===== config.mk =====
export PLATFORM = sky130hd
export DESIGN_NAME = lca_controller
export DESIGN_NICKNAME = d
export VERILOG_FILES = /design/src/rtl/core/lca_pkg.sv /design/src/rtl/core/lca_controller.sv
export SDC_FILE = /design/constraint.sdc
export NUM_CORES = 1
export LEC_CHECK = 0
export ABC_AREA = 1
export BUFFER_PORTS_ARGS = -buffer_cell sky130_fd_sc_hd__buf_4
export CORE_MARGIN = 4
export CORE_UTILIZATION = 47
export CTS_CLUSTER_SIZE = 16
export DETAILED_ROUTE_END_ITERATION = 8
export GPL_TIMING_DRIVEN = 0
export PLACE_DENSITY_LB_ADDON = 0.3
export SLEW_MARGIN = 0
export SYNTH_ARGS = -nofsm -noshare
export SYNTH_HDL_FRONTEND = slang
export SYNTH_SLANG_ARGS = --single-unit

===== constraint.sdc =====
create_clock -name clk -period 2.3 [get_ports clk]
set_input_delay 0 -clock clk [delete_from_list [all_inputs] [get_ports clk]]
set_output_delay 0 -clock clk [all_outputs]
set_load 0.005 [all_outputs]

===== src/rtl/core/lca_pkg.sv =====
// Shared types, codes and constants for the binary-lifting LCA block.
`default_nettype none

package lca_pkg;

    localparam int NODE_W  = 10;
    localparam int DEPTH_W = 10;
    localparam int RED_CW  = $clog2(NODE_W);

    localparam logic CMD_ATTACH = 1'b0;
    localparam logic CMD_QUERY  = 1'b1;

    typedef enum logic [4:0] {
        S_IDLE,
        S_RED,
        S_DISP,
        S_ROOT,
        S_ATT_DRD,
        S_ATT_DWR,
        S_ATT_RD,
        S_ATT_WR,
        S_Q_DA,
        S_Q_DB,
        S_Q_DCAP,
        S_LB_CHK,
        S_LB_CAP,
        S_LB_DCAP,
        S_EQ,
        S_LT_RA,
        S_LT_RB,
        S_LT_CAP,
        S_FIN_RD,
        S_FIN_CAP,
        S_OUT
    } lca_state_t;

    typedef enum logic [2:0] {
        LV_HOLD,
        LV_ZERO,
        LV_TOP,
        LV_INC,
        LV_DEC
    } lvl_op_t;

    typedef enum logic [1:0] {
        DR_A,
        DR_B,
        DR_TDATA
    } dep_rsel_t;

    typedef enum logic [1:0] {
        TR_A,
        TR_B,
        TR_CUR
    } tab_rsel_t;

    typedef enum logic [1:0] {
        TW_PARENT,
        TW_SELF,
        TW_RDATA
    } tab_wsel_t;

    typedef struct packed {
        logic      load;
        logic      red_step;
        logic      xfer;
        lvl_op_t   lvl_op;
        dep_rsel_t d_rsel;
        logic      d_we;
        logic      d_wzero;
        tab_rsel_t t_rsel;
        logic      t_rlvl_m1;
        logic      t_we;
        tab_wsel_t t_wsel;
        logic      cur_parent;
        logic      cur_rdata;
        logic      da_cap;
        logic      db_order;
        logic      b_lift;
        logic      db_cap;
        logic      pa_cap;
        logic      pair_step;
        logic      res_a;
        logic      res_rdata;
        logic      out_load;
    } lca_cmd_t;

    typedef struct packed {
        logic cmd_query;
        logic same_node;
        logic red_last;
        logic lvl_zero;
        logic lvl_top;
        logic lift_take;
        logic nodes_eq;
        logic out_free;
    } lca_sts_t;

endpackage

`default_nettype wire


===== src/rtl/core/lca_controller.sv =====
// Sequencer for attach and query: drives datapath commands from status.
`default_nettype none

module lca_controller (
    input  wire logic              clk,
    input  wire logic              rst_n,
    input  wire logic              in_valid,
    output logic                   in_stall,
    input  wire lca_pkg::lca_sts_t sts,
    output lca_pkg::lca_cmd_t      cmd
);

    lca_pkg::lca_state_t state_reg, state_next;

    always_comb
    begin
        state_next = state_reg;
        unique case (state_reg)
            lca_pkg::S_IDLE:
                if (in_valid)
                    state_next = lca_pkg::S_RED;
            lca_pkg::S_RED:
                if (sts.red_last)
                    state_next = lca_pkg::S_DISP;
            lca_pkg::S_DISP:
                if (sts.cmd_query)
                    state_next = lca_pkg::S_Q_DA;
                else if (sts.same_node)
                    state_next = lca_pkg::S_ROOT;
                else
                    state_next = lca_pkg::S_ATT_DRD;
            lca_pkg::S_ROOT:
                if (sts.lvl_top)
                    state_next = lca_pkg::S_IDLE;
            lca_pkg::S_ATT_DRD: state_next = lca_pkg::S_ATT_DWR;
            lca_pkg::S_ATT_DWR: state_next = lca_pkg::S_ATT_RD;
            lca_pkg::S_ATT_RD:  state_next = lca_pkg::S_ATT_WR;
            lca_pkg::S_ATT_WR:
                state_next = sts.lvl_top ? lca_pkg::S_IDLE : lca_pkg::S_ATT_RD;
            lca_pkg::S_Q_DA:    state_next = lca_pkg::S_Q_DB;
            lca_pkg::S_Q_DB:    state_next = lca_pkg::S_Q_DCAP;
            lca_pkg::S_Q_DCAP:  state_next = lca_pkg::S_LB_CHK;
            lca_pkg::S_LB_CHK:
                if (sts.lift_take)
                    state_next = lca_pkg::S_LB_CAP;
                else if (sts.lvl_zero)
                    state_next = lca_pkg::S_EQ;
            lca_pkg::S_LB_CAP:  state_next = lca_pkg::S_LB_DCAP;
            lca_pkg::S_LB_DCAP:
                state_next = sts.lvl_zero ? lca_pkg::S_EQ : lca_pkg::S_LB_CHK;
            lca_pkg::S_EQ:
                state_next = sts.nodes_eq ? lca_pkg::S_OUT : lca_pkg::S_LT_RA;
            lca_pkg::S_LT_RA:   state_next = lca_pkg::S_LT_RB;
            lca_pkg::S_LT_RB:   state_next = lca_pkg::S_LT_CAP;
            lca_pkg::S_LT_CAP:
                state_next = sts.lvl_zero ? lca_pkg::S_FIN_RD : lca_pkg::S_LT_RA;
            lca_pkg::S_FIN_RD:  state_next = lca_pkg::S_FIN_CAP;
            lca_pkg::S_FIN_CAP: state_next = lca_pkg::S_OUT;
            lca_pkg::S_OUT:
                if (sts.out_free)
                    state_next = lca_pkg::S_IDLE;
            default:            state_next = lca_pkg::S_IDLE;
        endcase
    end

    always_comb
    begin
        cmd      = '0;
        in_stall = (state_reg != lca_pkg::S_IDLE);
        unique case (state_reg)
            lca_pkg::S_IDLE:
                cmd.load = in_valid;
            lca_pkg::S_RED:
                cmd.red_step = 1'b1;
            lca_pkg::S_DISP:
            begin
                cmd.xfer   = 1'b1;
                cmd.lvl_op = lca_pkg::LV_ZERO;
            end
            lca_pkg::S_ROOT:
            begin
                cmd.d_we    = 1'b1;
                cmd.d_wzero = 1'b1;
                cmd.t_we    = 1'b1;
                cmd.t_wsel  = lca_pkg::TW_SELF;
                cmd.lvl_op  = lca_pkg::LV_INC;
            end
            lca_pkg::S_ATT_DRD:
                cmd.d_rsel = lca_pkg::DR_B;
            lca_pkg::S_ATT_DWR:
            begin
                cmd.d_we       = 1'b1;
                cmd.t_we       = 1'b1;
                cmd.t_wsel     = lca_pkg::TW_PARENT;
                cmd.cur_parent = 1'b1;
                cmd.lvl_op     = lca_pkg::LV_INC;
            end
            lca_pkg::S_ATT_RD:
            begin
                cmd.t_rsel    = lca_pkg::TR_CUR;
                cmd.t_rlvl_m1 = 1'b1;
            end
            lca_pkg::S_ATT_WR:
            begin
                cmd.t_we      = 1'b1;
                cmd.t_wsel    = lca_pkg::TW_RDATA;
                cmd.cur_rdata = 1'b1;
                cmd.lvl_op    = lca_pkg::LV_INC;
            end
            lca_pkg::S_Q_DA:
                cmd.d_rsel = lca_pkg::DR_A;
            lca_pkg::S_Q_DB:
            begin
                cmd.d_rsel = lca_pkg::DR_B;
                cmd.da_cap = 1'b1;
            end
            lca_pkg::S_Q_DCAP:
            begin
                cmd.db_order = 1'b1;
                cmd.lvl_op   = lca_pkg::LV_TOP;
            end
            lca_pkg::S_LB_CHK:
            begin
                cmd.t_rsel = lca_pkg::TR_B;
                if (!sts.lift_take && !sts.lvl_zero)
                    cmd.lvl_op = lca_pkg::LV_DEC;
            end
            lca_pkg::S_LB_CAP:
            begin
                cmd.b_lift = 1'b1;
                cmd.d_rsel = lca_pkg::DR_TDATA;
            end
            lca_pkg::S_LB_DCAP:
            begin
                cmd.db_cap = 1'b1;
                if (!sts.lvl_zero)
                    cmd.lvl_op = lca_pkg::LV_DEC;
            end
            lca_pkg::S_EQ:
            begin
                cmd.res_a  = sts.nodes_eq;
                cmd.lvl_op = lca_pkg::LV_TOP;
            end
            lca_pkg::S_LT_RA:
                cmd.t_rsel = lca_pkg::TR_A;
            lca_pkg::S_LT_RB:
            begin
                cmd.t_rsel = lca_pkg::TR_B;
                cmd.pa_cap = 1'b1;
            end
            lca_pkg::S_LT_CAP:
            begin
                cmd.pair_step = 1'b1;
                if (!sts.lvl_zero)
                    cmd.lvl_op = lca_pkg::LV_DEC;
            end
            lca_pkg::S_FIN_RD:
                cmd.t_rsel = lca_pkg::TR_A;
            lca_pkg::S_FIN_CAP:
                cmd.res_rdata = 1'b1;
            lca_pkg::S_OUT:
                cmd.out_load = sts.out_free;
            default:
                cmd = '0;
        endcase
    end

    always_ff @(posedge clk or negedge rst_n)
    begin
        if (!rst_n)
            state_reg <= lca_pkg::S_IDLE;
        else
            state_reg <= state_next;
    end

endmodule

`default_nettype wire


; After elaboration in Yosys (flattened, before gate mapping)
; Cells that the tools add are included.
; W data, S select, Z words.
[op_classes]
n_mux = 36
eq_ne = 25
n_reduce_logical = 12
[op_table]
columns = op, n
row1 = $pmux W5 S21, 1
row2 = $eq A5 B4 Y1 const B, 8
row3 = $mux W5, 8
row4 = $eq A5 B5 Y1 const B, 5
row5 = $eq A5 B3 Y1 const B, 4
row6 = $mux W1, 17
row7 = $mux W3, 5
row8 = $pmux W3 S5, 1
row9 = $eq A5 B2 Y1 const B, 2
row10 = $reduce_or A2 Y1, 5
row11 = $pmux W3 S3, 1
row12 = $ne A2 B2 Y1 const B, 4
row13 = $pmux W2 S2, 2
row14 = $eq A5 B1 Y1 const B, 1
row15 = $logic_not A5 Y1, 1
row16 = $reduce_and A5 Y1, 1
row17 = $reduce_bool A5 Y1, 1
row18 = $mux W4, 1
row19 = $ne A3 B3 Y1 const B, 1
row20 = $reduce_or A3 Y1, 1
row21 = $logic_not A1 Y1, 2
row22 = $logic_and A1 B1 Y1, 1
[word_totals]
reg_bits = 5
out_inout_bits = 28
elab_cells = 74

; Longest topological paths before layout
; Gate-level depths: netlist of the first run.
[depth]
ltp_word = 4
ltp_mapped = 12

; Worst setup path after synthesis of the first run
; Ideal clock, no wire load.
[synth_timing]
path_kind = reg-to-reg
startpoint = reg state_reg[4]
endpoint = reg state_reg[1]
required_time_ns = 2.180
period_less_slack_ns = 1.300
arrival_ns = 1.180
stages_incl_launch_ff = 10
n_path_buf = 1
setup_slack_ns = 1.000
path_cell_list = dfrtp_1 buf_6 inv_2 nand2_1 nor2_1 nand4_1 nand3_1 nor2_2 nand2_1 nand2_1
[synth_between]
elab_chain_len = 3
word_cells_on_any_way = 28
classes_between = eq/ne (25) / mux (1) / reduce/logical (2)
[synth_lines]
columns = element, line_no
row1 = start: declaration, lca_controller.sv:13  ; lca_pkg::lca_state_t state_reg, state_next;
row2 = start signal: assignment, lca_controller.sv:171  ; state_reg <= lca_pkg::S_IDLE;
row3 = start signal: assignment, lca_controller.sv:173  ; state_reg <= state_next;
row4 = "$eq A5 B4 Y1, or another cell as far along", lca_controller.sv:18  ; unique case (state_reg)
row5 = $ne A3 B3 Y1 (no source line) or $ne A2 B2 Y1 (tied branches), -
row6 = $reduce_and A5 Y1 (no source line), -
; Parallel ways exist; a longest one is shown, timed or not.
; A chain may end at the register's enable or synchronous reset.

==> impl_results.html, run 1 <==
<table>
<tr><th>Metric</th><th>Value</th></tr>
<tr><th colspan="2">Layout</th></tr>
<tr><td>NumNets Final</td><td>194</td></tr>
<tr><td>Ant diodes</td><td>0</td></tr>
<tr><td>Final core utilization</td><td>between 70% and 80%</td></tr>
<tr><td>Flip-flop count of the largest register after layout</td><td>5</td></tr>
<tr><td>Final std cell area, no fill</td><td>0.00108 mm2</td></tr>
<tr><td>Area growth, synth to finish</td><td>48.4%</td></tr>
<tr><td>Layout cells sized above 1</td><td>roughly a third</td></tr>
<tr><th colspan="2">Synthesis</th></tr>
<tr><td>Synthesis warning total</td><td>0</td></tr>
<tr><td>Syn Nets</td><td>roughly 150</td></tr>
<tr><td>Top FF cell, synth</td><td>dfrtp_1</td></tr>
<tr><td>Portion of synthesized cell area occupied by the leading cell type</td><td>19.6%</td></tr>
<tr><td>Leading cell type by number of instances after synthesis</td><td>nand2_1</td></tr>
<tr><td>Number of instances in the synthesized netlist</td><td>138</td></tr>
<tr><td>Post-synth design cell area</td><td>about 730 um2</td></tr>
<tr><td>Synth Register Bits</td><td>5</td></tr>
<tr><td>Post-synth EDFFs</td><td>0</td></tr>
<tr><td>Fraction of registers with async set/reset</td><td>100%</td></tr>
<tr><td>Top cells by area in the synthesized netlist</td><td>nand2_1, dfrtp_1, inv_1</td></tr>
<tr><td>Most area-hungry cell type in the Yosys netlist</td><td>nand2_1</td></tr>
<tr><td>Synthesized area per cell</td><td>~5.3 um2</td></tr>
<tr><td>Sequential element share of the synthesized area</td><td>between 10% and 20%</td></tr>
<tr><td>Library cells used by synthesis</td><td>21</td></tr>
<tr><td>Most used standard cells in the synthesized netlist</td><td>nand2_1, inv_1, nor2_1</td></tr>
<tr><th colspan="2">Placement</th></tr>
<tr><td>Post-place setup slack</td><td>between 700 and 800 ps</td></tr>
<tr><td>Count of buffers from port buffering</td><td>38</td></tr>
<tr><td>Placement Cell Area</td><td>~0.0010 mm2</td></tr>
<tr><td>Half-perimeter wire length of the detailed placement result</td><td>slightly below 2 mm</td></tr>
<tr><td>Global placement routability congestion</td><td>just over 0.9</td></tr>
<tr><th colspan="2">Floorplan</th></tr>
<tr><td>I/O pins</td><td>39</td></tr>
<tr><td>Die width</td><td>47.3 um</td></tr>
<tr><td>Core Region</td><td>between 0.001 and 0.0015 mm2</td></tr>
<tr><td>Die Span Y</td><td>between 40 and 50 um</td></tr>
<tr><td>Effective utilization at floorplan</td><td>between 50% and 60%</td></tr>
<tr><td>Die footprint</td><td>between 0.002 and 0.0025 mm2</td></tr>
<tr><td>Site Rows</td><td>13</td></tr>
<tr><th colspan="2">Pwr</th></tr>
<tr><td>Switching share of power</td><td>a little over half</td></tr>
<tr><td>Worst ir drop on vdd</td><td>roughly 780 uV</td></tr>
<tr><td>Static leakage</td><td>about 0.00073 uW</td></tr>
<tr><td>Areal power density over the cells</td><td>around 970 mW/mm2</td></tr>
<tr><td>Clock share of power</td><td>about a tenth</td></tr>
<tr><td>Net switching power of the design</td><td>547 uW</td></tr>
<tr><td>Sequential cell fraction of total power</td><td>17.2%</td></tr>
<tr><td>Comb power frac</td><td>between 70% and 80%</td></tr>
<tr><td>Internal Dissipation</td><td>~500 uW</td></tr>
<tr><th colspan="2">Timing</th></tr>
<tr><td>Setup total negative slack</td><td>0 ps</td></tr>
<tr><td>Post-layout min period</td><td>roughly 1600 ps</td></tr>
<tr><td>Maximum clock frequency</td><td>612 MHz</td></tr>
<tr><td>Count of final max-slew check failures</td><td>0</td></tr>
<tr><td>Final-report hold violation count</td><td>0</td></tr>
<tr><td>Worst Skew</td><td>between 1.5 and 2 ps</td></tr>
<tr><td>Remaining max-slew budget at the tightest pin</td><td>about four fifths</td></tr>
<tr><td>PnR worst setup slack</td><td>approximately 670 ps</td></tr>
<tr><td>RSZ-0062 raised after global routing</td><td>no</td></tr>
<tr><td>Final count of negative-setup-slack endpoints</td><td>0</td></tr>
<tr><td>Measured slew at the worst slew-check pin</td><td>around 290 ps</td></tr>
<tr><td>Final critical-path share of the clock period</td><td>a little under three quarters</td></tr>
<tr><th colspan="2">GRT</th></tr>
<tr><td>Largest net degree at the start of global routing</td><td>11</td></tr>
<tr><td>First-pass GRT wire length</td><td>~3.7 mm</td></tr>
<tr><td>GRT Util Overall</td><td>23.2%</td></tr>
<tr><td>Global route overflow</td><td>0</td></tr>
<tr><td>Antenna violations before repair</td><td>0</td></tr>
<tr><td>Number of global-route vias before repair</td><td>approximately 900</td></tr>
<tr><th colspan="2">Worst setup path</th></tr>
<tr><td>Critical path startpoint category</td><td>flip-flop</td></tr>
<tr><td>Largest fanout of any net on the critical path</td><td>7</td></tr>
<tr><td>Register-to-register path setup slack</td><td>between 700 and 800 ps</td></tr>
<tr><td>Cell class contributing the biggest share of worst-path delay</td><td>simple AND/OR/NAND/NOR gates</td></tr>
<tr><td>Worst Setup Path Type</td><td>flip-flop to output pin</td></tr>
<tr><td>Slowest-stage cell, CP</td><td>dfrtp_1</td></tr>
<tr><td>RR Endpoint</td><td>state_reg[1]$_DFFE_PN0P_</td></tr>
<tr><td>CP Data Required Time</td><td>roughly 2300 ps</td></tr>
<tr><td>Largest stage delay on the critical path</td><td>a little over 500 ps</td></tr>
<tr><td>Launch instance of the worst register-to-register path</td><td>state_reg[4]$_DFFE_PN0P_</td></tr>
<tr><td>Arrival time worst endpoint</td><td>1630 ps</td></tr>
<tr><td>Number of cells on the worst reg-to-reg path</td><td>9</td></tr>
<tr><td>Ordered list of cells on the worst path</td><td>inv_2, nand2_1, nor3_2, or2_1, nor2_2, nand2_1, buf_4</td></tr>
<tr><td>CP Capture Type</td><td>output pin</td></tr>
<tr><td>CP bufs+invs</td><td>2</td></tr>
<tr><td>Cell occurring most often along the worst timing path</td><td>nand2_1</td></tr>
<tr><th colspan="2">Worst hold path</th></tr>
<tr><td>Sink of the worst hold path</td><td>state_reg[4]$_DFFE_PN0P_</td></tr>
<tr><td>Instance count along the most critical hold path</td><td>3</td></tr>
<tr><td>Startpoint of the tightest hold check path</td><td>sts[1]</td></tr>
<tr><td>Class of the tightest hold or removal check</td><td>input pin to flip-flop</td></tr>
<tr><th colspan="2">Route</th></tr>
<tr><td>Routed Wire Length</td><td>2.33 mm</td></tr>
<tr><td>Residual antenna-violating net count after detailed routing</td><td>0</td></tr>
<tr><td>Total via count in the routed design</td><td>about 1,000</td></tr>
<tr><td>Post-DR wirelength/cell</td><td>between 10 and 15 um</td></tr>
<tr><td>Number of remaining DRC errors</td><td>0</td></tr>
<tr><td>Iteration count of the initial detailed-routing pass</td><td>5</td></tr>
<tr><td>Count of routing violations after the opening detailed-route iteration</td><td>71</td></tr>
<tr><td>Vias per Instance</td><td>between 5 and 6</td></tr>
<tr><th colspan="2">Clocking</th></tr>
<tr><td>Clock tree sinks</td><td>5</td></tr>
<tr><td>Maximum buffer depth of the clock tree</td><td>2</td></tr>
<tr><td>Clock latency reported for the late side of the worst-skew pair</td><td>250 ps</td></tr>
<tr><td>Clock root buffer master</td><td>clkbuf_4</td></tr>
<tr><td>Clock tree from TritonCTS</td><td>done</td></tr>
<tr><td>Register clock-pin slew on the reported worst setup and hold paths</td><td>around 50 ps</td></tr>
<tr><td>Post-cts gate resize count</td><td>0</td></tr>
<tr><td>Deepest level of the CTS H-tree</td><td>1</td></tr>
<tr><td>Setup repair bufs after CTS</td><td>0</td></tr>
<tr><td>Number of buffers created by CTS</td><td>3</td></tr>
<tr><th colspan="2">Run status</th></tr>
<tr><td>Run status</td><td>completed</td></tr>
<tr><th colspan="2">Run</th></tr>
<tr><td># Max-Cap Violations</td><td>0</td></tr>
</table>
## power by group through the flow
stage | combinational, uW | sequential, uW | clock, uW
after floorplan | 468 | 166 | 0
after global placement | 735 | 177 | 0
after detailed placement | 750 | 179 | 0
after CTS | 757 | 178 | 107
after global routing | 850 | 186 | 120
final | 762 | 180 | 106
## timing repair
action                                  4_1_cts  5_1_grt
hold buffers                                  2        0
endpoints found under the hold margin         6        0
endpoints found under the setup margin        0        0
## layer usage
| layer | part of all wire, % | vias up | global-route usage (%) | wire length, um |
|---|---|---|---|---|
| li1 | - | 510 | - | - |
| met1 | 36 | 444 | 26.1 | 836 |
| met2 | 49 | 80 | 42.2 | 1140 |
| met3 | 13 | 10 | 5.75 | 309 |
| met4 | 1.9 | 0 | 7.18 | 44 |
| met5 | 0 | - | 0 | 0 |
## worst max path at each step
stage                              from                       end  slack, ps  cells after the start
2_1_floorplan  state_reg[4]$_DFFE_PN0P_  state_reg[1]$_DFFE_PN0P_       1000                      9
3_3_place_gp   state_reg[4]$_DFFE_PN0P_  state_reg[2]$_DFFE_PN0P_        800                      9
3_5_place_dp   state_reg[4]$_DFFE_PN0P_  state_reg[1]$_DFFE_PN0P_        750                      9
4_1_cts        state_reg[2]$_DFFE_PN0P_                   cmd[21]        670                      7
5_1_grt        state_reg[0]$_DFFE_PN0P_                   cmd[26]        490                      6
6_report       state_reg[2]$_DFFE_PN0P_                   cmd[21]        670                      7
## through the flow
stage / std cells / hold slack (ps) / total power, uW
after detailed placement: 191 / -193 / 929
after global placement: 191 / -198 / 912
final: 197 / 33.7 / 1050
after CTS: 197 / 38.1 / 1040
after floorplan: 138 / -296 / 633
after global routing: 197 / 34.4 / 1160
## cell families after synthesis
logic type,share of synthesized area (%)
AND/OR/NAND/NOR,52.8
buffers and inverters,20.7
AO/OA/AOI/OAI,9.29
flip-flops,17.2
## worst min-delay path, delay by kind of cell
family | cells | cell delay, ps
buf+inv | 1 | 80
compound gates | 1 | 90
simple gates | 1 | 60
## placed cells by master (no fill, tap or decap), drive strengths merged
cell,n
a31o,1
clkinv,1
o21ai,8
nand2,40
nor3,2
or2,1
clkbuf,3
nor2,28
o2111ai,1
a21oi,2
dlygate4sd3,2
buf,42
nand3,11
nor4,1
nand4,3
dfrtp,5
inv,31
## layout make-up
type                       instances  area [um2]
inverter                          31         116
sequential                         5         125
multi-input combinational         98         452
tap                               15        18.8
clock inverter                     1        5.00
timing repair buffer              40         305
clock buffer                       3        22.5
fill                             113         304
buffer                             4        33.8
No activity file was read; power rests on OpenSTA's default activity.
==> inputs of run 2 (changes only) <==
--- a/config.mk
+++ b/config.mk
@@ -5,10 +5,10 @@
 export SDC_FILE = /design/constraint.sdc
 export NUM_CORES = 1
 export LEC_CHECK = 0
-export ABC_AREA = 1
+export ABC_AREA = 0
 export BUFFER_PORTS_ARGS = -buffer_cell sky130_fd_sc_hd__buf_4
 export CORE_MARGIN = 4
-export CORE_UTILIZATION = 47
+export CORE_UTILIZATION = 45
 export CTS_CLUSTER_SIZE = 16
 export DETAILED_ROUTE_END_ITERATION = 8
 export GPL_TIMING_DRIVEN = 0
==> constraint.sdc (replaced) <==
create_clock -name clk -period 1.6 [get_ports clk]
set_input_delay 0 -clock clk [delete_from_list [all_inputs] [get_ports clk]]
set_output_delay 0 -clock clk [all_outputs]
set_load 0.005 [all_outputs]
==> impl_results.html, run 2 <==
<table>
<tr><th>Metric</th><th>Value</th></tr>
<tr><th colspan="2">Floorplan</th></tr>
<tr><td>Die footprint</td><td>0.00249 mm2</td></tr>
<tr><td>Site Rows</td><td>14</td></tr>
<tr><td>Effective utilization at floorplan</td><td>50.0%</td></tr>
<tr><td>Die Span Y</td><td>~50 um</td></tr>
<tr><td>Core Region</td><td>0.00158 mm2</td></tr>
<tr><td>Die width</td><td>49.9 um</td></tr>
<tr><td>I/O pins</td><td>39</td></tr>
<tr><th colspan="2">Pwr</th></tr>
<tr><td>Areal power density over the cells</td><td>~1800 mW/mm2</td></tr>
<tr><td>Sequential cell fraction of total power</td><td>approximately 9.9%</td></tr>
<tr><td>Net switching power of the design</td><td>~1300 uW</td></tr>
<tr><td>Clock share of power</td><td>between 6 and 7%</td></tr>
<tr><td>Static leakage</td><td>approximately 0.00066 uW</td></tr>
<tr><td>Switching share of power</td><td>around half</td></tr>
<tr><td>Worst ir drop on vdd</td><td>between 1000 and 1500 uV</td></tr>
<tr><td>Comb power frac</td><td>roughly 84%</td></tr>
<tr><td>Internal Dissipation</td><td>1230 uW</td></tr>
<tr><td>Total power after layout</td><td>2500 uW</td></tr>
<tr><th colspan="2">Worst setup path</th></tr>
<tr><td>Arrival time worst endpoint</td><td>between 1500 and 2000 ps</td></tr>
<tr><td>Register-to-register path setup slack</td><td>-130 ps</td></tr>
<tr><td>Slowest-stage cell, CP</td><td>or4_4</td></tr>
<tr><td>Launch instance of the worst register-to-register path</td><td>state_reg[1]$_DFFE_PN0P_</td></tr>
<tr><td>Critical path startpoint category</td><td>flip-flop</td></tr>
<tr><td>Largest fanout of any net on the critical path</td><td>4</td></tr>
<tr><td>Number of cells on the worst reg-to-reg path</td><td>5</td></tr>
<tr><td>Ordered list of cells on the worst path</td><td>mux2_4, or4_4, o41ai_4, or3b_4, o21ai_1</td></tr>
<tr><td>CP Capture Type</td><td>flip-flop</td></tr>
<tr><td>Worst Setup Path Type</td><td>flip-flop to flip-flop</td></tr>
<tr><td>Largest stage delay on the critical path</td><td>roughly 500 ps</td></tr>
<tr><td>CP Data Required Time</td><td>around 1700 ps</td></tr>
<tr><td>RR Endpoint</td><td>state_reg[2]$_DFFE_PN0P_</td></tr>
<tr><th colspan="2">GRT</th></tr>
<tr><td>GRT busiest layer</td><td>met2</td></tr>
<tr><td>Global route overflow</td><td>0</td></tr>
<tr><td>Largest net degree at the start of global routing</td><td>11</td></tr>
<tr><td>GRT Util Overall</td><td>a little over a quarter</td></tr>
<tr><td>Antenna violations before repair</td><td>0</td></tr>
<tr><td>GRT met2 Usage</td><td>about 44%</td></tr>
<tr><td>GRT met1 Usage</td><td>around a third</td></tr>
<tr><td>M3 GR Usage</td><td>approximately 4.8%</td></tr>
<tr><td>Number of global-route vias before repair</td><td>~1,100</td></tr>
<tr><td>First-pass GRT wire length</td><td>slightly above 5 mm</td></tr>
<tr><th colspan="2">Route</th></tr>
<tr><td>Post-DR wirelength/cell</td><td>about 20 um</td></tr>
<tr><td>Routed Wire Length</td><td>between 3 and 4 mm</td></tr>
<tr><td>Total via count in the routed design</td><td>approximately 1,300</td></tr>
<tr><td>Vias per Instance</td><td>roughly 6.7</td></tr>
<tr><td>Number of remaining DRC errors</td><td>0</td></tr>
<tr><td>Count of routing violations after the opening detailed-route iteration</td><td>90</td></tr>
<tr><td>Residual antenna-violating net count after detailed routing</td><td>0</td></tr>
<tr><td>Iteration count of the initial detailed-routing pass</td><td>5</td></tr>
<tr><th colspan="2">Synthesis</th></tr>
<tr><td>Top FF cell, synth</td><td>dfrtp_1</td></tr>
<tr><td>Top cells by area in the synthesized netlist</td><td>dfrtp_1, nor2_1, a21oi_1</td></tr>
<tr><td>Post-synth EDFFs</td><td>0</td></tr>
<tr><td>Library cells used by synthesis</td><td>42</td></tr>
<tr><td>Most used standard cells in the synthesized netlist</td><td>nor2_1, a21oi_1, nor3_1</td></tr>
<tr><td>Post-synth design cell area</td><td>slightly below 800 um2</td></tr>
<tr><td>Sequential element share of the synthesized area</td><td>approximately 16%</td></tr>
<tr><td>Synth Register Bits</td><td>5</td></tr>
<tr><td>Syn Nets</td><td>134</td></tr>
<tr><td>Most area-hungry cell type in the Yosys netlist</td><td>dfrtp_1</td></tr>
<tr><td>Number of instances in the synthesized netlist</td><td>between 100 and 150</td></tr>
<tr><td>Fraction of registers with async set/reset</td><td>100%</td></tr>
<tr><td>Synthesis warning total</td><td>0</td></tr>
<tr><td>Leading cell type by number of instances after synthesis</td><td>nor2_1</td></tr>
<tr><td>Portion of synthesized cell area occupied by the leading cell type</td><td>15.9%</td></tr>
<tr><td>Synthesized area per cell</td><td>6.41 um2</td></tr>
<tr><th colspan="2">Timing</th></tr>
<tr><td>Setup total negative slack</td><td>-653 ps</td></tr>
<tr><td>Post-layout min period</td><td>1730 ps</td></tr>
<tr><td>Measured slew at the worst slew-check pin</td><td>around 370 ps</td></tr>
<tr><td>Remaining max-slew budget at the tightest pin</td><td>75.0%</td></tr>
<tr><td>Final count of negative-setup-slack endpoints</td><td>13</td></tr>
<tr><td>Maximum clock frequency</td><td>579 MHz</td></tr>
<tr><td>PnR worst setup slack</td><td>-126 ps</td></tr>
<tr><td>RSZ-0062 raised after global routing</td><td>yes</td></tr>
<tr><td>Worst Skew</td><td>between 8 and 9 ps</td></tr>
<tr><td>Final critical-path share of the clock period</td><td>108%</td></tr>
<tr><td>Final-report hold violation count</td><td>0</td></tr>
<tr><td>Count of final max-slew check failures</td><td>0</td></tr>
<tr><th colspan="2">Worst hold path</th></tr>
<tr><td>Class of the tightest hold or removal check</td><td>input pin to flip-flop</td></tr>
<tr><td>Instance count along the most critical hold path</td><td>3</td></tr>
<tr><td>Startpoint of the tightest hold check path</td><td>sts[0]</td></tr>
<tr><td>Sink of the worst hold path</td><td>state_reg[2]$_DFFE_PN0P_</td></tr>
<tr><th colspan="2">Clocking</th></tr>
<tr><td>Deepest level of the CTS H-tree</td><td>1</td></tr>
<tr><td>Clock tree sinks</td><td>5</td></tr>
<tr><td>Clock root buffer master</td><td>clkbuf_4</td></tr>
<tr><td>Number of buffers created by CTS</td><td>3</td></tr>
<tr><td>Clock tree from TritonCTS</td><td>done</td></tr>
<tr><td>Register clock-pin slew on the reported worst setup and hold paths</td><td>about 50 ps</td></tr>
<tr><td>Clock latency reported for the late side of the worst-skew pair</td><td>approximately 260 ps</td></tr>
<tr><td>Maximum buffer depth of the clock tree</td><td>2</td></tr>
<tr><th colspan="2">Layout</th></tr>
<tr><td>Number of inserted filler cells in the final layout</td><td>92</td></tr>
<tr><td>Ant diodes</td><td>0</td></tr>
<tr><td>Most common cell after layout, fill and taps aside</td><td>buf_4</td></tr>
<tr><td>Final cell count without fillers</td><td>about 190</td></tr>
<tr><td>Layout cells sized above 1</td><td>just over 50%</td></tr>
<tr><td>Area growth, synth to finish</td><td>71.7%</td></tr>
<tr><td>NumNets Final</td><td>between 150 and 200</td></tr>
<tr><td>Reg area</td><td>roughly 130 um2</td></tr>
<tr><td>Top library cells by usage in the layout, fill and taps aside</td><td>buf_4, nor2_1, a21oi_1</td></tr>
<tr><td>Flip-flop count of the largest register after layout</td><td>5</td></tr>
<tr><td>Combined area of the multi-input logic cells</td><td>694 um2</td></tr>
<tr><th colspan="2">Placement</th></tr>
<tr><td>Half-perimeter wire length of the detailed placement result</td><td>about 2.2 mm</td></tr>
<tr><td>Count of buffers from port buffering</td><td>38</td></tr>
<tr><td>Global placement routability congestion</td><td>1.03</td></tr>
<tr><td>Cell count after placement</td><td>177</td></tr>
<tr><th colspan="2">Run</th></tr>
<tr><td># Max-Cap Violations</td><td>0</td></tr>
<tr><th colspan="2">Run status</th></tr>
<tr><td>Failing checks</td><td>negative setup slack</td></tr>
<tr><td>Run status</td><td>finished, violations left</td></tr>
</table>
==> run 2: through the flow <==
stage | hold slack (ps) | area [um2] | worst slack [ps] | util, %
2_1_floorplan | -296 | 807 | -49.1 | -
3_3_place_gp | -200 | 1110 | -261 | 70.6
3_5_place_dp | -193 | 1110 | -270 | 70.6
4_1_cts | 42.2 | 1220 | -86.6 | 77.3
5_1_grt | 98.3 | 1350 | -228 | 85.9
6_report | 99.4 | 1350 | -126 | 85.9
==> run 2: power by group through the flow <==
stage / clock network, uW / logic [uW] / registers, uW
detailed placement: 0 / 1510 / 221
CTS: 152 / 1700 / 236
finish: 160 / 2090 / 247
floorplan: 0 / 1000 / 210
global route: 174 / 2200 / 251
global placement: 0 / 1480 / 221
==> run 2: per-layer routing <==
metal / routed length (um) / vias up
met5: 0 / -
met4: 294 / 0
met3: 469 / 50
met2: 1670 / 137
met1: 1280 / 550
li1: - / 534
==> run 2: cell type report <==
| cell class | count | area share [%] |
|---|---|---|
| multi-input cells | 97 | 51.3 |
| well taps | 16 | 1.48 |
| flip-flops and latches | 5 | 9.43 |
| clock buffers | 4 | 1.94 |
| plain buffers | 12 | 6.84 |
| inverters | 6 | 1.66 |
| repair buffers | 49 | 27.4 |
==> run 2: repair_timing <==
| item | 4_1_cts | 5_1_grt |
|---|---|---|
| gates resized for setup | 28 | 19 |
| pin swaps | 1 | 6 |
| hold buffers | 1 | 0 |
| gates cloned | 0 | 0 |
| setup endpoints to repair | 27 | 17 |
| buffers inserted | 1 | 9 |
| hold endpoints to repair | 5 | 0 |
==> run 2: cells by family (layout without fill, tap and decap cells) <==
logic type / after synthesis / in the layout / synth area share (%)
compound gates: 34 / 34 / 27.9
simple gates: 61 / 61 / 40.6
mux: 2 / 2 / 2.70
buf+inv: 21 / 71 / 12.9
flops: 5 / 5 / 15.9
==> run 2: how the worst max path moves through the flow <==
stage / startpoint / to / slack (ps) / depth (start not counted)
finish: state_reg[1]$_DFFE_PN0P_ / state_reg[2]$_DFFE_PN0P_ / -130 / 5
global route: state_reg[2]$_DFFE_PN0P_ / state_reg[0]$_DFFE_PN0P_ / -230 / 7
CTS: state_reg[1]$_DFFE_PN0P_ / state_reg[2]$_DFFE_PN0P_ / -90 / 5
detailed placement: state_reg[4]$_DFFE_PN0P_ / state_reg[4]$_DFFE_PN0P_ / -270 / 6
global placement: state_reg[4]$_DFFE_PN0P_ / state_reg[4]$_DFFE_PN0P_ / -260 / 6
floorplan: state_reg[2]$_DFFE_PN0P_ / state_reg[1]$_DFFE_PN0P_ / -50 / 7
==> run 2: worst max-delay path, delay by kind of cell, from the launching register on <==
kind / cells / cell delay (ps)
AO/OA/AOI/OAI: 2 / 160
AND/OR/NAND/NOR: 2 / 700
multiplexers: 1 / 310
flip-flops: 1 / 410
==> inputs of run 3 (changes only) <==
==> constraint.sdc (replaced) <==
create_clock -name clk -period 1.6 [get_ports clk]
set_input_delay 0.24 -clock clk [delete_from_list [all_inputs] [get_ports clk]]
set_output_delay 0.24 -clock clk [all_outputs]
set_load 0.005 [all_outputs]
==> impl_results.html, run 3 <==
<table>
<tr><th>Metric</th><th>Value</th></tr>
<tr><th colspan="2">Placement</th></tr>
<tr><td>Count of buffers from port buffering</td><td>38</td></tr>
<tr><td>Half-perimeter wire length of the detailed placement result</td><td>between 2 and 2.5 mm</td></tr>
<tr><td>Global placement routability congestion</td><td>1.01</td></tr>
<tr><td>Post-place setup slack</td><td>-377 ps</td></tr>
<tr><th colspan="2">Synthesis</th></tr>
<tr><td>Library cells used by synthesis</td><td>42</td></tr>
<tr><td>Synthesis warning total</td><td>0</td></tr>
<tr><td>Top cells by area in the synthesized netlist</td><td>dfrtp_1, nor2_1, a21oi_1</td></tr>
<tr><td>Top FF cell, synth</td><td>dfrtp_1</td></tr>
<tr><td>Combinational family with the most area after synthesis</td><td>simple AND/OR/NAND/NOR gates</td></tr>
<tr><td>Post-synth design cell area</td><td>788 um2</td></tr>
<tr><td>Share of synthesized area spent on multiplexers</td><td>under 10%</td></tr>
<tr><td>Portion of synthesized cell area occupied by the leading cell type</td><td>between 15 and 20%</td></tr>
<tr><td>Xor and xnor area share after synthesis</td><td>0%</td></tr>
<tr><td>Leading cell type by number of instances after synthesis</td><td>nor2_1</td></tr>
<tr><td>Most area-hungry cell type in the Yosys netlist</td><td>dfrtp_1</td></tr>
<tr><td>Most used standard cells in the synthesized netlist</td><td>nor2_1, a21oi_1, nor3_1</td></tr>
<tr><td>Compound-cell area share of the yosys netlist</td><td>between 20% and 30%</td></tr>
<tr><td>Area share of and/or/nand/nor cells after synthesis</td><td>between 40% and 50%</td></tr>
<tr><td>Adder and majority cell fraction of the synthesized area</td><td>0%</td></tr>
<tr><td>Synth Register Bits</td><td>5</td></tr>
<tr><td>Sequential element share of the synthesized area</td><td>15.9%</td></tr>
<tr><td>Post-synth EDFFs</td><td>0</td></tr>
<tr><td>Syn Nets</td><td>between 100 and 150</td></tr>
<tr><td>Synthesized area per cell</td><td>6.41 um2</td></tr>
<tr><td>Fraction of registers with async set/reset</td><td>100%</td></tr>
<tr><td>Number of instances in the synthesized netlist</td><td>123</td></tr>
<tr><th colspan="2">Floorplan</th></tr>
<tr><td>Die width</td><td>around 50 um</td></tr>
<tr><td>I/O pins</td><td>39</td></tr>
<tr><td>Site Rows</td><td>14</td></tr>
<tr><td>Die Span Y</td><td>approximately 50 um</td></tr>
<tr><td>Effective utilization at floorplan</td><td>50.0%</td></tr>
<tr><th colspan="2">Clocking</th></tr>
<tr><td>Number of buffers created by CTS</td><td>3</td></tr>
<tr><td>Clock root buffer master</td><td>clkbuf_4</td></tr>
<tr><td>CTS Hold Buffers Added</td><td>1</td></tr>
<tr><td>Deepest level of the CTS H-tree</td><td>1</td></tr>
<tr><td>Post-cts gate resize count</td><td>75</td></tr>
<tr><td>Clock tree sinks</td><td>5</td></tr>
<tr><td>Maximum buffer depth of the clock tree</td><td>2</td></tr>
<tr><td>Setup repair bufs after CTS</td><td>20</td></tr>
<tr><th colspan="2">Run status</th></tr>
<tr><td>Run status</td><td>aborted with a tool error</td></tr>
<tr><td>Err</td><td>[ERROR DPL-0038] Utilization greater than 100%, impossible to legalize</td></tr>
<tr><td>Stop stage</td><td>clock tree synthesis (4_1_cts)</td></tr>
</table>
## run 3: cell counts after synthesis
Identical to the previous run, type by type.
## run 3: cells by family after synthesis
logic type,after synthesis
AND/OR/NAND/NOR,61
AO/OA/AOI/OAI,34
buffers and inverters,21
flip-flops,5
multiplexers,2
## run 3: through the flow
step / setup TNS (ps) / hold WS [ps] / cell area, um2 / instances / utilization, %
3_5_place_dp: -5100 / 44.9 / 1110 / 177 / 70.6
2_1_floorplan: -145 / -55.6 / 808 / 123 / -
3_3_place_gp: -3820 / 39.8 / 1110 / 177 / 70.6
==> inputs of run 4 (changes only) <==
--- a/config.mk
+++ b/config.mk
@@ -7,12 +7,11 @@
 export LEC_CHECK = 0
 export ABC_AREA = 0
 export BUFFER_PORTS_ARGS = -buffer_cell sky130_fd_sc_hd__buf_4
-export CORE_MARGIN = 4
-export CORE_UTILIZATION = 45
-export CTS_CLUSTER_SIZE = 16
+export CORE_AREA = 4 4 65 67
 export DETAILED_ROUTE_END_ITERATION = 8
+export DIE_AREA = 0 0 69 71
 export GPL_TIMING_DRIVEN = 0
-export PLACE_DENSITY_LB_ADDON = 0.3
+export PLACE_DENSITY_LB_ADDON = 0.15
 export SLEW_MARGIN = 0
 export SYNTH_ARGS = -nofsm -noshare
 export SYNTH_HDL_FRONTEND = slang
==> impl_results.html, run 4 (synthesis gave the netlist of run 2 again) <==
<table>
<tr><th>Metric</th><th>Value</th></tr>
<tr><th colspan="2">Pwr</th></tr>
<tr><td>Switching share of power</td><td>43.6%</td></tr>
<tr><td>Static leakage</td><td>0.000831 uW</td></tr>
<tr><td>Internal Dissipation</td><td>1800 uW</td></tr>
<tr><td>Comb power frac</td><td>between 80% and 90%</td></tr>
<tr><td>Areal power density over the cells</td><td>approximately 1800 mW/mm2</td></tr>
<tr><td>Net switching power of the design</td><td>~1400 uW</td></tr>
<tr><td>Sequential cell fraction of total power</td><td>under 10%</td></tr>
<tr><td>Worst ir drop on vdd</td><td>around 700 uV</td></tr>
<tr><td>Clock share of power</td><td>under 10%</td></tr>
<tr><th colspan="2">Placement</th></tr>
<tr><td>Count of buffers from port buffering</td><td>38</td></tr>
<tr><td>Global placement routability congestion</td><td>0.927</td></tr>
<tr><td>Cell count after placement</td><td>209</td></tr>
<tr><td>Half-perimeter wire length of the detailed placement result</td><td>2.34 mm</td></tr>
<tr><td>Placement Cell Area</td><td>between 0.001 and 0.0015 mm2</td></tr>
<tr><th colspan="2">Worst setup path</th></tr>
<tr><td>Number of cells on the worst reg-to-reg path</td><td>5</td></tr>
<tr><td>CP bufs+invs</td><td>1</td></tr>
<tr><td>Cell class contributing the biggest share of worst-path delay</td><td>simple AND/OR/NAND/NOR gates</td></tr>
<tr><td>CP Capture Type</td><td>output pin</td></tr>
<tr><td>Worst Setup Path Type</td><td>flip-flop to output pin</td></tr>
<tr><td>Slowest-stage cell, CP</td><td>dfrtp_2</td></tr>
<tr><td>Worst setup path start</td><td>state_reg[3]$_DFFE_PN0P_</td></tr>
<tr><td>Largest fanout of any net on the critical path</td><td>6</td></tr>
<tr><td>Cell occurring most often along the worst timing path</td><td>or3_4</td></tr>
<tr><td>CP Data Required Time</td><td>roughly 1400 ps</td></tr>
<tr><td>Largest stage delay on the critical path</td><td>approximately 450 ps</td></tr>
<tr><td>RR Endpoint</td><td>state_reg[2]$_DFFE_PN0P_</td></tr>
<tr><td>Ordered list of cells on the worst path</td><td>or3_4, nor2_4, or3_4, buf_6</td></tr>
<tr><td>Critical path startpoint category</td><td>flip-flop</td></tr>
<tr><td>Register-to-register path setup slack</td><td>-100 ps</td></tr>
<tr><td>Arrival time worst endpoint</td><td>approximately 1500 ps</td></tr>
<tr><td>Launch instance of the worst register-to-register path</td><td>state_reg[1]$_DFFE_PN0P_</td></tr>
<tr><th colspan="2">Worst hold path</th></tr>
<tr><td>Class of the tightest hold or removal check</td><td>input pin to flip-flop</td></tr>
<tr><td>Instance count along the most critical hold path</td><td>3</td></tr>
<tr><td>Startpoint of the tightest hold check path</td><td>sts[0]</td></tr>
<tr><td>Sink of the worst hold path</td><td>state_reg[4]$_DFFE_PN0P_</td></tr>
<tr><th colspan="2">Floorplan</th></tr>
<tr><td>Effective utilization at floorplan</td><td>between 20% and 30%</td></tr>
<tr><td>Die width</td><td>69 um</td></tr>
<tr><td>Site Rows</td><td>22</td></tr>
<tr><td>Die footprint</td><td>between 0.004 and 0.005 mm2</td></tr>
<tr><td>Core Region</td><td>about 0.0036 mm2</td></tr>
<tr><td>Die Span Y</td><td>around 70 um</td></tr>
<tr><td>I/O pins</td><td>39</td></tr>
<tr><th colspan="2">Route</th></tr>
<tr><td>Number of remaining DRC errors</td><td>0</td></tr>
<tr><td>Total via count in the routed design</td><td>approximately 1,200</td></tr>
<tr><td>Routed Wire Length</td><td>roughly 3.6 mm</td></tr>
<tr><td>Count of routing violations after the opening detailed-route iteration</td><td>55</td></tr>
<tr><td>Vias per Instance</td><td>around 5.1</td></tr>
<tr><td>Residual antenna-violating net count after detailed routing</td><td>0</td></tr>
<tr><td>Iteration count of the initial detailed-routing pass</td><td>5</td></tr>
<tr><td>Post-DR wirelength/cell</td><td>approximately 15 um</td></tr>
<tr><th colspan="2">Timing</th></tr>
<tr><td>RSZ-0062 raised after global routing</td><td>yes</td></tr>
<tr><td>Final count of negative-setup-slack endpoints</td><td>15</td></tr>
<tr><td>PnR worst setup slack</td><td>-124 ps</td></tr>
<tr><td>Measured slew at the worst slew-check pin</td><td>339 ps</td></tr>
<tr><td>Setup total negative slack</td><td>-1100 ps</td></tr>
<tr><td>Post-layout min period</td><td>between 1500 and 2000 ps</td></tr>
<tr><td>Final-report hold violation count</td><td>0</td></tr>
<tr><td>Count of final max-slew check failures</td><td>0</td></tr>
<tr><td>Final critical-path share of the clock period</td><td>108%</td></tr>
<tr><td>Maximum clock frequency</td><td>around 580 MHz</td></tr>
<tr><td>Worst hold slack across all endpoints</td><td>~340 ps</td></tr>
<tr><td>Remaining max-slew budget at the tightest pin</td><td>between 70 and 80%</td></tr>
<tr><td>Worst Skew</td><td>slightly below 4 ps</td></tr>
<tr><th colspan="2">Clocking</th></tr>
<tr><td>Clock tree sinks</td><td>5</td></tr>
<tr><td>Clock tree from TritonCTS</td><td>done</td></tr>
<tr><td>Clock latency reported for the late side of the worst-skew pair</td><td>~220 ps</td></tr>
<tr><td>Register clock-pin slew on the reported worst setup and hold paths</td><td>around 30 ps</td></tr>
<tr><td>Number of buffers created by CTS</td><td>3</td></tr>
<tr><td>Maximum buffer depth of the clock tree</td><td>2</td></tr>
<tr><td>Clock root buffer master</td><td>clkbuf_8</td></tr>
<tr><td>Deepest level of the CTS H-tree</td><td>1</td></tr>
<tr><th colspan="2">Run status</th></tr>
<tr><td>Failing checks</td><td>negative setup slack</td></tr>
<tr><td>Run status</td><td>finished, violations left</td></tr>
<tr><th colspan="2">Layout</th></tr>
<tr><td>Final cell count without fillers</td><td>~240</td></tr>
<tr><td>NumNets Final</td><td>201</td></tr>
<tr><td>Top library cells by usage in the layout, fill and taps aside</td><td>buf_4, buf_6, a21oi_1</td></tr>
<tr><td>Area growth, synth to finish</td><td>130%</td></tr>
<tr><td>Final std cell area, no fill</td><td>around 0.0018 mm2</td></tr>
<tr><td>Final core utilization</td><td>roughly 50%</td></tr>
<tr><td>Flip-flop count of the largest register after layout</td><td>5</td></tr>
<tr><td>Layout cells sized above 1</td><td>63.5%</td></tr>
<tr><td>Ant diodes</td><td>0</td></tr>
<tr><td>Combined area of the multi-input logic cells</td><td>between 800 and 900 um2</td></tr>
<tr><td>Reg area</td><td>~130 um2</td></tr>
<tr><td>Most common cell after layout, fill and taps aside</td><td>buf_4</td></tr>
<tr><td>Number of inserted filler cells in the final layout</td><td>341</td></tr>
<tr><th colspan="2">GRT</th></tr>
<tr><td>Number of global-route vias before repair</td><td>1,205</td></tr>
<tr><td>Largest net degree at the start of global routing</td><td>11</td></tr>
<tr><td>First-pass GRT wire length</td><td>5.66 mm</td></tr>
<tr><td>Global route overflow</td><td>0</td></tr>
<tr><td>GRT Util Overall</td><td>~14%</td></tr>
<tr><td>Antenna violations before repair</td><td>0</td></tr>
<tr><th colspan="2">Run</th></tr>
<tr><td># Max-Cap Violations</td><td>0</td></tr>
</table>
==> run 4: layout make-up <==
| class | instances | area share (%) |
|---|---|---|
| Sequential cell | 5 | 7.04 |
| Buffer | 11 | 9.32 |
| Multi-Input combinational cell | 97 | 45.0 |
| Inverter | 6 | 1.24 |
| Timing Repair Buffer | 66 | 31.6 |
| Clock buffer | 4 | 2.49 |
| Tap cell | 48 | 3.31 |
==> run 4: per-stage QoR <==
step	power, uW	setup WS, ps
floorplan	1220	-49.1
global placement	1770	-352
detailed placement	1760	-353
CTS	2780	-115
global route	3380	-197
finish	3200	-124
==> run 4: how the worst max path moves through the flow <==
| stage | endpoint | slack, ps | cells past startpoint |
|---|---|---|---|
| final | cmd[13] | -120 | 4 |
| after global routing | cmd[23] | -200 | 6 |
| after CTS | cmd[23] | -120 | 6 |
| after detailed placement | cmd[13] | -350 | 5 |
| after global placement | cmd[0] | -350 | 6 |
| after floorplan | state_reg[1]$_DFFE_PN0P_ | -50 | 7 |
==> run 4: tightest hold or removal path, stage by stage <==
cell	delay, ps
buf_4	90
or4b_4	140
nand2_1	50
==> run 4: power groups by stage <==
stage | Combinational, uW | Clock (uW) | Sequential, uW
finish | 2720 | 231 | 252
CTS | 2300 | 237 | 246
global route | 2870 | 247 | 260
global placement | 1550 | 0 | 225
floorplan | 1010 | 0 | 210
detailed placement | 1530 | 0 | 225
==> run 4: per-layer routing <==
metal | global-route usage, % | vias to the layer above | routed length (um)
met2 | 22.7 | 66 | 1810
met1 | 17.2 | 556 | 1460
met5 | 0 | - | 0
met3 | 1.85 | 10 | 223
met4 | 7.81 | 0 | 116
li1 | - | 571 | -
==> run 4: what timing repair did <==
| item | 4_1_cts | 5_1_grt |
|---|---|---|
| hold buffers | 1 | 0 |
| endpoints found under the hold margin | 5 | 0 |
| gates cloned | 1 | 0 |
| pin swaps | 15 | 8 |
| endpoints found under the setup margin | 31 | 25 |
| resized for setup | 72 | 25 |
| setup buffers | 14 | 12 |
